[config.mk]
export PLATFORM = sky130hd
export DESIGN_NAME = c_subset_tokenizer_unit
export DESIGN_NICKNAME = d
export VERILOG_FILES = /design/src/sv/tkn_pkg.sv /design/src/sv/tkn_scanner.sv /design/src/sv/tkn_rsp_queue.sv /design/src/sv/c_subset_tokenizer_unit.sv
export SDC_FILE = /design/constraint.sdc
export NUM_CORES = 1
export LEC_CHECK = 0
export ABC_AREA = 1
export CAP_MARGIN = 0
export CORE_UTILIZATION = 50
export CTS_CLUSTER_DIAMETER = 100
export CTS_CLUSTER_SIZE = 40
export DETAILED_ROUTE_END_ITERATION = 6
export DONT_BUFFER_PORTS = 1
export PLACE_DENSITY = 0.74
export SKIP_LAST_GASP = 1
export SYNTH_ARGS = -nofsm -noshare
export SYNTH_HDL_FRONTEND = slang
export SYNTH_SLANG_ARGS = --single-unit
[constraint.sdc]
create_clock -name clock -period 7.3 [get_ports clock]
set_clock_uncertainty 0.2 [all_clocks]
set_input_delay 1.46 -clock clock [delete_from_list [all_inputs] [get_ports clock]]
set_output_delay 1.46 -clock clock [all_outputs]
set_load 0.005 [all_outputs]
[src/sv/tkn_pkg.sv]
// Shared types, constants and character-class functions of the tokenizer.
package tkn_pkg;

   localparam int DEF_MAX_TOKEN_LEN = 128;
   localparam int HEAD_BYTES        = 6;
   localparam int QUEUE_DEPTH       = 4;
   localparam int QUEUE_PTR_W       = $clog2(QUEUE_DEPTH);
   localparam int QUEUE_LVL_W       = $clog2(QUEUE_DEPTH + 1);

   localparam logic [2:0] KIND_IDENT   = 3'd0;
   localparam logic [2:0] KIND_KEYWORD = 3'd1;
   localparam logic [2:0] KIND_NUMBER  = 3'd2;
   localparam logic [2:0] KIND_OPER    = 3'd3;
   localparam logic [2:0] KIND_SYMBOL  = 3'd4;
   localparam logic [2:0] KIND_ERROR   = 3'd5;
   localparam logic [2:0] KIND_END     = 3'd6;

   typedef enum logic [1:0] {
      MODE_START,
      MODE_IDENT,
      MODE_NUMBER,
      MODE_OPER
   } mode_type;

   typedef struct packed {
      logic [7:0] ch;
      logic       end_of_text;
   } req_type;

   typedef struct packed {
      logic [2:0]  kind;
      logic [31:0] start_position;
      logic [7:0]  token_length;
      logic        truncated;
      logic        last_in_run;
   } rsp_type;

   typedef struct packed {
      mode_type    mode;
      logic [47:0] head_chars;
      logic [31:0] pending_start;
      logic [31:0] byte_position;
      logic        overflow_seen;
   } scan_state_type;

   typedef struct packed {
      logic [1:0] push_count;
      rsp_type    first;
      rsp_type    second;
   } queue_push_type;

   function automatic logic is_letter(input logic [7:0] c);
      return (c >= "a" && c <= "z") || (c >= "A" && c <= "Z") || c == "_";
   endfunction

   function automatic logic is_digit(input logic [7:0] c);
      return c >= "0" && c <= "9";
   endfunction

   function automatic logic is_space(input logic [7:0] c);
      return c == " " || (c >= 8'd9 && c <= 8'd13);
   endfunction

   function automatic logic is_oper(input logic [7:0] c);
      return c == "+" || c == "-" || c == "*" || c == "/" || c == "=" ||
             c == "<" || c == ">" || c == "!" || c == "&" || c == "|";
   endfunction

   function automatic logic is_follow(input logic [7:0] c);
      return c == "=" || c == "|" || c == "&";
   endfunction

   function automatic logic is_symbol(input logic [7:0] c);
      return c == "(" || c == ")" || c == "{" || c == "}" || c == "[" ||
             c == "]" || c == "," || c == ";";
   endfunction

   // The first byte of a token sits in the low bits, so each word is
   // written back to front here.
   function automatic logic kw_match(input logic [47:0] head, input logic [2:0] len);
      logic hit;
      case (len)
         3'd2: hit = head[15:0] == "fi";
         3'd3: hit = head[23:0] == "tni";
         3'd4: hit = head[31:0] == "esle" || head[31:0] == "rahc" ||
                     head[31:0] == "diov";
         3'd5: hit = head[39:0] == "elihw";
         3'd6: hit = head[47:0] == "nruter";
         default: hit = 1'b0;
      endcase
      return hit;
   endfunction

endpackage

[src/sv/tkn_scanner.sv]
// Combinational scanner: next token state and result words for one byte.
module tkn_scanner import tkn_pkg::*; #(
   parameter int MAX_TOKEN_LEN = DEF_MAX_TOKEN_LEN,
   localparam int LenW = $clog2(MAX_TOKEN_LEN + 1)
) (
   input  logic           accept_in,
   input  req_type        req_in,
   input  scan_state_type state_in,
   input  logic [LenW-1:0] len_in,
   output scan_state_type state_out,
   output logic [LenW-1:0] len_out,
   output queue_push_type push_out
);

   logic [7:0]      c;
   logic            eot;
   logic            extend;
   logic            room;
   logic [LenW-1:0] len_app;
   logic [47:0]     head_app;
   logic            open_tok;
   logic            flush_valid;
   logic            begin_valid;
   logic [LenW-1:0] flush_len;
   logic            flush_trunc;
   logic            keyword;
   rsp_type         flush_tok;
   rsp_type         begin_tok;

   assign c   = req_in.ch;
   assign eot = req_in.end_of_text;

   assign extend = !eot &&
      ((state_in.mode == MODE_IDENT  && (is_letter(c) || is_digit(c))) ||
       (state_in.mode == MODE_NUMBER && is_digit(c)) ||
       (state_in.mode == MODE_OPER   && is_follow(c)));

   assign room     = len_in < LenW'(MAX_TOKEN_LEN);
   assign len_app  = room ? len_in + LenW'(1) : len_in;
   assign open_tok = !eot && !extend && (is_letter(c) || is_digit(c) || is_oper(c));

   always_comb begin
      head_app = state_in.head_chars;
      for (int i = 0; i < HEAD_BYTES; i++) begin
         if (room && len_in == LenW'(i)) begin
            head_app[8*i +: 8] = c;
         end
      end
   end

   assign flush_valid = state_in.mode != MODE_START &&
                        (eot || !extend || state_in.mode == MODE_OPER);
   assign begin_valid = eot || (!extend && !open_tok && !is_space(c));

   assign flush_len   = (extend && state_in.mode == MODE_OPER) ? len_app : len_in;
   assign flush_trunc = state_in.overflow_seen;
   assign keyword     = !state_in.overflow_seen && len_in <= LenW'(HEAD_BYTES) &&
                        kw_match(state_in.head_chars, 3'(len_in));

   // Next state.
   always_comb begin
      state_out = state_in;
      len_out   = len_in;
      if (eot) begin
         state_out.mode = MODE_START;
      end else begin
         state_out.byte_position = state_in.byte_position + 32'd1;
         if (extend) begin
            len_out                  = len_app;
            state_out.head_chars     = head_app;
            state_out.overflow_seen  = state_in.overflow_seen | !room;
            if (state_in.mode == MODE_OPER) begin
               state_out.mode = MODE_START;
            end
         end else if (open_tok) begin
            state_out.mode          = is_letter(c) ? MODE_IDENT :
                                      is_digit(c)  ? MODE_NUMBER : MODE_OPER;
            state_out.pending_start = state_in.byte_position;
            state_out.head_chars    = {40'd0, c};
            state_out.overflow_seen = 1'b0;
            len_out                 = LenW'(1);
         end else begin
            state_out.mode = MODE_START;
         end
      end
   end

   // Result words.
   always_comb begin
      case (state_in.mode)
         MODE_IDENT:  flush_tok.kind = keyword ? KIND_KEYWORD : KIND_IDENT;
         MODE_NUMBER: flush_tok.kind = KIND_NUMBER;
         default:     flush_tok.kind = KIND_OPER;
      endcase
      flush_tok.start_position = state_in.pending_start;
      flush_tok.token_length   = 8'(flush_len);
      flush_tok.truncated      = flush_trunc;
      flush_tok.last_in_run    = !begin_valid;

      begin_tok.kind           = eot ? KIND_END : (is_symbol(c) ? KIND_SYMBOL : KIND_ERROR);
      begin_tok.start_position = state_in.byte_position;
      begin_tok.token_length   = eot ? 8'd0 : 8'd1;
      begin_tok.truncated      = 1'b0;
      begin_tok.last_in_run    = 1'b1;

      push_out.first      = flush_valid ? flush_tok : begin_tok;
      push_out.second     = begin_tok;
      push_out.push_count = accept_in ? 2'({1'b0, flush_valid} + {1'b0, begin_valid})
                                      : 2'd0;
   end

endmodule

[src/sv/tkn_rsp_queue.sv]
// Small result queue taking up to two words per cycle and giving one unless rsp_stall is high.
module tkn_rsp_queue import tkn_pkg::*; (
   input  logic                   clock,
   input  logic                   reset,
   input  queue_push_type         push_in,
   output logic                   rsp_valid,
   input  logic                   rsp_stall,
   output rsp_type                rsp_payload,
   output logic [QUEUE_LVL_W-1:0] level
);

   rsp_type                slot_ff [QUEUE_DEPTH];
   logic [QUEUE_PTR_W-1:0] wr_ff, wr_in;
   logic [QUEUE_PTR_W-1:0] rd_ff, rd_in;
   logic [QUEUE_LVL_W-1:0] level_ff, level_in;
   logic                   pop;

   assign rsp_valid   = level_ff != '0;
   assign rsp_payload = slot_ff[rd_ff];
   assign level       = level_ff;
   assign pop         = rsp_valid && !rsp_stall;

   assign wr_in    = wr_ff + QUEUE_PTR_W'(push_in.push_count);
   assign rd_in    = rd_ff + QUEUE_PTR_W'(pop);
   assign level_in = level_ff + QUEUE_LVL_W'(push_in.push_count) - QUEUE_LVL_W'(pop);

   always_ff @(posedge clock) begin
      if (reset) begin
         wr_ff    <= '0;
         rd_ff    <= '0;
         level_ff <= '0;
      end else begin
         wr_ff    <= wr_in;
         rd_ff    <= rd_in;
         level_ff <= level_in;
      end
   end

   always_ff @(posedge clock) begin
      if (push_in.push_count != 2'd0) begin
         slot_ff[wr_ff] <= push_in.first;
      end
      if (push_in.push_count == 2'd2) begin
         slot_ff[wr_ff + QUEUE_PTR_W'(1)] <= push_in.second;
      end
   end

endmodule

[src/sv/c_subset_tokenizer_unit.sv]
// Top level of the C-subset tokenizer: token state registers and result queue.
//
// The tokenizer takes one source byte per request word and returns token
// words (kind, start position, length, truncation flag and a last-in-run
// mark) on the response channel. A new byte is taken in every cycle while req_stall
// is low: the scanner works out the next token state and up to two result words in one
// pass of shallow logic from the state registers, and the words enter a
// four-entry result queue. When the queue is empty, the first result word of
// a byte is offered on the response channel in the cycle after the byte is
// accepted; otherwise it waits behind the words already queued. The response
// side drains one word per cycle unless rsp_stall is high, so a byte that
// yields two words (a symbol or error byte ending a pending token, or end of
// text with a token pending) takes up an extra output slot; req_stall rises
// whenever the queue has fewer than two free entries, so sustained throughput
// is one byte per cycle as long as the bytes yield on average no more than one word
// each and the response side does not stall. End of text flushes any pending token, adds
// an end word and leaves the byte counter where it was, so further text may
// follow. Tokens longer than MAX_TOKEN_LEN report that length and are flagged
// as truncated; a truncated identifier is never taken for a keyword.
module c_subset_tokenizer_unit import tkn_pkg::*; #(
   parameter int MAX_TOKEN_LEN = DEF_MAX_TOKEN_LEN
) (
   input  logic    clock,
   input  logic    reset,
   input  logic    req_valid,
   output logic    req_stall,
   input  req_type req_payload,
   output logic    rsp_valid,
   input  logic    rsp_stall,
   output rsp_type rsp_payload
);

   localparam int LenW = $clog2(MAX_TOKEN_LEN + 1);

   scan_state_type         state_ff, state_in;
   logic [LenW-1:0]        len_ff, len_in;
   logic                   accept;
   queue_push_type         push;
   logic [QUEUE_LVL_W-1:0] level;

   // Two free entries are needed, since one byte may produce two words.
   assign req_stall = level > QUEUE_LVL_W'(QUEUE_DEPTH - 2);
   assign accept    = req_valid && !req_stall;

   tkn_scanner #(
      .MAX_TOKEN_LEN(MAX_TOKEN_LEN)
   ) u_scanner (
      .accept_in(accept),
      .req_in   (req_payload),
      .state_in (state_ff),
      .len_in   (len_ff),
      .state_out(state_in),
      .len_out  (len_in),
      .push_out (push)
   );

   tkn_rsp_queue u_queue (
      .clock      (clock),
      .reset      (reset),
      .push_in    (push),
      .rsp_valid  (rsp_valid),
      .rsp_stall  (rsp_stall),
      .rsp_payload(rsp_payload),
      .level      (level)
   );

   // The token state moves only when a byte or end-of-text word is taken.
   always_ff @(posedge clock) begin
      if (reset) begin
         state_ff <= '{mode: MODE_START, head_chars: '0, pending_start: '0,
                       byte_position: '0, overflow_seen: 1'b0};
         len_ff   <= '0;
      end else if (accept) begin
         state_ff <= state_in;
         len_ff   <= len_in;
      end
   end

   // The queue must never be asked to hold more words than it has entries.
   a_queue_bound: assert property (@(posedge clock) disable iff (reset)
      level <= QUEUE_LVL_W'(QUEUE_DEPTH))
      else $error("result queue overfilled");

   // An accepted text byte moves the byte counter on by exactly one.
   a_position_step: assert property (@(posedge clock) disable iff (reset)
      accept && !req_payload.end_of_text |=>
         state_ff.byte_position == $past(state_ff.byte_position) + 32'd1)
      else $error("byte position did not advance");

   // End of text leaves the counter alone and the scanner with no token pending.
   a_end_flush: assert property (@(posedge clock) disable iff (reset)
      accept && req_payload.end_of_text |=>
         state_ff.mode == MODE_START && $stable(state_ff.byte_position))
      else $error("end of text did not flush the scanner");

   // An accepted end-of-text word always produces at least one result.
   a_end_pushes: assert property (@(posedge clock) disable iff (reset)
      accept && req_payload.end_of_text |-> push.push_count != 2'd0)
      else $error("end of text produced no end word");

endmodule
==> impl_metrics.json <==
{
  "outcome": "finished, final reports clean",
  "wire_per_inst_um": 17.4,
  "drt_pass1_iterations": 5,
  "antenna_found_initial": 0,
  "worstSetupStartpointType": "primary input",
  "crit_path_end_kind": "flop",
  "clockBufferDepth": 3,
  "portBuffers": 0,
  "worst_pin_slew_ns": 0.996,
  "nNetsFinal": 1942,
  "start_util": 0.513,
  "grt_pass1_vias": 12300,
  "cp_max_fo": 72,
  "p_leak_nw": 5.69,
  "dp_hpwl_um": 25700,
  "hold_path.class": "flop to flop",
  "netlist_instances": 1998,
  "cts_sinks": 310,
  "ys_seq_area_frac": 0.496,
  "setup_tns_ns": 0,
  "fmax_mhz": 183,
  "final_common_cell": "nand2_1",
  "slew_violations": 0,
  "fillers": 2822,
  "drt_iter0_drc": 1214,
  "yosys_most_used_dff": "dfxtp_1",
  "cp_data_required_time_ns": 7.50,
  "postCtsSetupRepairBufs": 0,
  "crit_chain": "inv_1 > nand2_1 > nor2_1 > nand2_1 > nand3_1 > a21oi_2 > nand2_4 > nand3_2 > nand2_4 > inv_2 > ha_1 > inv_1 > nor2_1 > nor2_1 > inv_2 > nand3_1 > buf_4 > nand2_2 > buf_4 > o22ai_1 > inv_1",
  "critPathKind": "primary input to flop",
  "synthArstFlopShare": 0,
  "synthTopCellsByArea": "edfxtp_1, dfxtp_1, nand2_1",
  "dieHeight_um": 177,
  "cap_violations": 0,
  "slew_headroom": 0.335,
  "crit_buf_inv": 7,
  "ys_warn_count": 0,
  "cts_tree": "yes",
  "die-area_sq_um": 31400,
  "setup_viol": 0,
  "hold_violations": 0,
  "grt_max_degree": 93,
  "avgSynthCellArea_sq_um": 7.68,
  "arrival_ns": 5.66,
  "drc": 0,
  "critical-path-max-stage-delay_ns": 0.62,
  "clock_latency_ns": 0.51,
  "path_delay_family": "simple AND/OR/NAND/NOR gates",
  "yosys.area.top_type": "edfxtp_1",
  "min_period_over_period": 0.747,
  "viasPerCell": 5.70,
  "ys_types": 41,
  "synth_area_sq_um": 15300,
  "num_vias": 13200,
  "cts.clk_slew.worst_paths_ns": 0.13,
  "h-tree-depth": 1,
  "gp_congestion": 0.917,
  "utilization": 0.532,
  "p_per_area_nw_per_um2": 246,
  "yosys.area.top_type_share": 0.274,
  "synth_edf_count": 140,
  "ioPinCount": 60,
  "cts-resized-gates": 0,
  "core_area_sq_um": 29900,
  "gr-total-overflow": 0,
  "syn_nets": 2025,
  "grt_util_all_layers": 0.256,
  "drt.antenna.violating_nets": 0,
  "period_minus_slack_ns": 5.46,
  "grt_pass1_wl_um": 63400,
  "numCtsBuffers": 13,
  "diodes": 0,
  "totalWireLength_um": 40200,
  "fp.dieW_um": 177,
  "final_cell_mix": "nand2_1, o21ai_0, nor2_1, dfxtp_1, inv_1",
  "cts_root_buffer": "clkbuf_16",
  "fp-row-count": 63,
  "ir_worst_vdd_mv": 0.197,
  "rsz0062_at_grt": "false",
  "critPathSlowestCell": "nand2_4",
  "cts_hold_buf": 0,
  "synth_seq_cells": 310,
  "area_growth_pct": 3.69,
  "drive_gt1_frac": 0.0442
}
-- tightest hold or removal path, delay by kind of cell, from the launching register on --
kind,cells,cell delay (ns)
simple gates,2,0.09
flops,1,0.33
-- per-stage QoR --
stage | cells | hold WS [ns] | power [W] | area (sq um) | worst slack, ns
2_1_floorplan | 1998 | 0.217 | 0.00271 | 15300 | 2.17
3_3_place_gp | 2290 | 0.227 | 0.00296 | 15500 | 1.43
3_5_place_dp | 2290 | 0.229 | 0.00299 | 15500 | 1.34
4_1_cts | 2311 | 0.248 | 0.00392 | 15900 | 1.85
5_1_grt | 2311 | 0.273 | 0.00407 | 15900 | 1.35
6_report | 2311 | 0.247 | 0.00391 | 15900 | 1.84
-- logic make-up after synthesis --
| kind of cell | share of synthesized area |
|---|---|
| and+or+nand+nor | 0.238 |
| AOI/OAI and AO/OA | 0.170 |
| DFF | 0.496 |
| buffers and inverters | 0.0720 |
| xor gates and xnor gates | 0.0120 |
| adders and majority gates | 0.0119 |
-- report_power, final --
part | total [W] | internal [W] | switching [W] | leakage, nW
sequential | 0.00202 | 0.00197 | 0.0000528 | 2.72
clock | 0.000956 | 0.000366 | 0.000590 | 0.209
combinational | 0.000930 | 0.000234 | 0.000695 | 2.76
-- path summary, 6_finish.rpt --
path | cells after the start | end | slack (ns) | from
setup / recovery | 21 | u_queue.slot_ff[3][44]$_SDFFE_PP1N_ | 1.84 | req_payload[7]
hold / removal | 2 | state_ff[96]$_SDFFE_PP0P_ | 0.25 | state_ff[96]$_SDFFE_PP0P_
setup reg to reg | 18 | u_queue.slot_ff[3][44]$_SDFFE_PP1N_ | 2.76 | state_ff[113]$_SDFFE_PP0P_
hold reg to reg | 2 | state_ff[96]$_SDFFE_PP0P_ | 0.25 | state_ff[96]$_SDFFE_PP0P_
-- cells in the mapped netlist (4+ instances only) --
library cell and count:
o22ai_1 49, inv_1 145, buf_1 5, o21ai_0 262, o21ai_2 4, inv_2 11, xor2_1 19, edfxtp_1 140
nor3b_1 6, o21ai_1 71, nor3_1 36, nand4_1 18, nor2_1 241, nand2_2 10, clkinv_1 4, dfxtp_1 170
a21oi_1 106, nand3_1 91, buf_2 16, clkbuf_1 83, nand2_1 455, buf_4 11, ha_1 13
-- layer usage --
layer | vias to the layer above | part of all wire | global-route usage
met4 | 0 | 0.031 | 0.0959
met3 | 82 | 0.070 | 0.0305
met2 | 468 | 0.48 | 0.444
li1 | 6489 | - | -
met1 | 6137 | 0.42 | 0.325
met5 | - | 0 | 0
-- flip-flops by register name, indices dropped and copies added, names as in the netlist --
| signal | flops |
|---|---|
| u_queue.rd_ff | 2 |
| u_queue.level | 3 |
| u_queue.wr_ff | 2 |
| state_ff | 115 |
| u_queue.slot_ff | 180 |
| len_ff | 8 |
-- area by class of cell --
cell class | instances | area (sq um) | area share
flip-flops and latches | 310 | 7610 | 0.478
multi-input cells | 1412 | 6640 | 0.417
inverters | 160 | 601 | 0.0378
well taps | 390 | 488 | 0.0307
clock buffers | 15 | 333 | 0.0209
repair buffers | 18 | 135 | 0.00850
clock inverters | 6 | 103 | 0.00645
(Power assumes the default switching activity.)
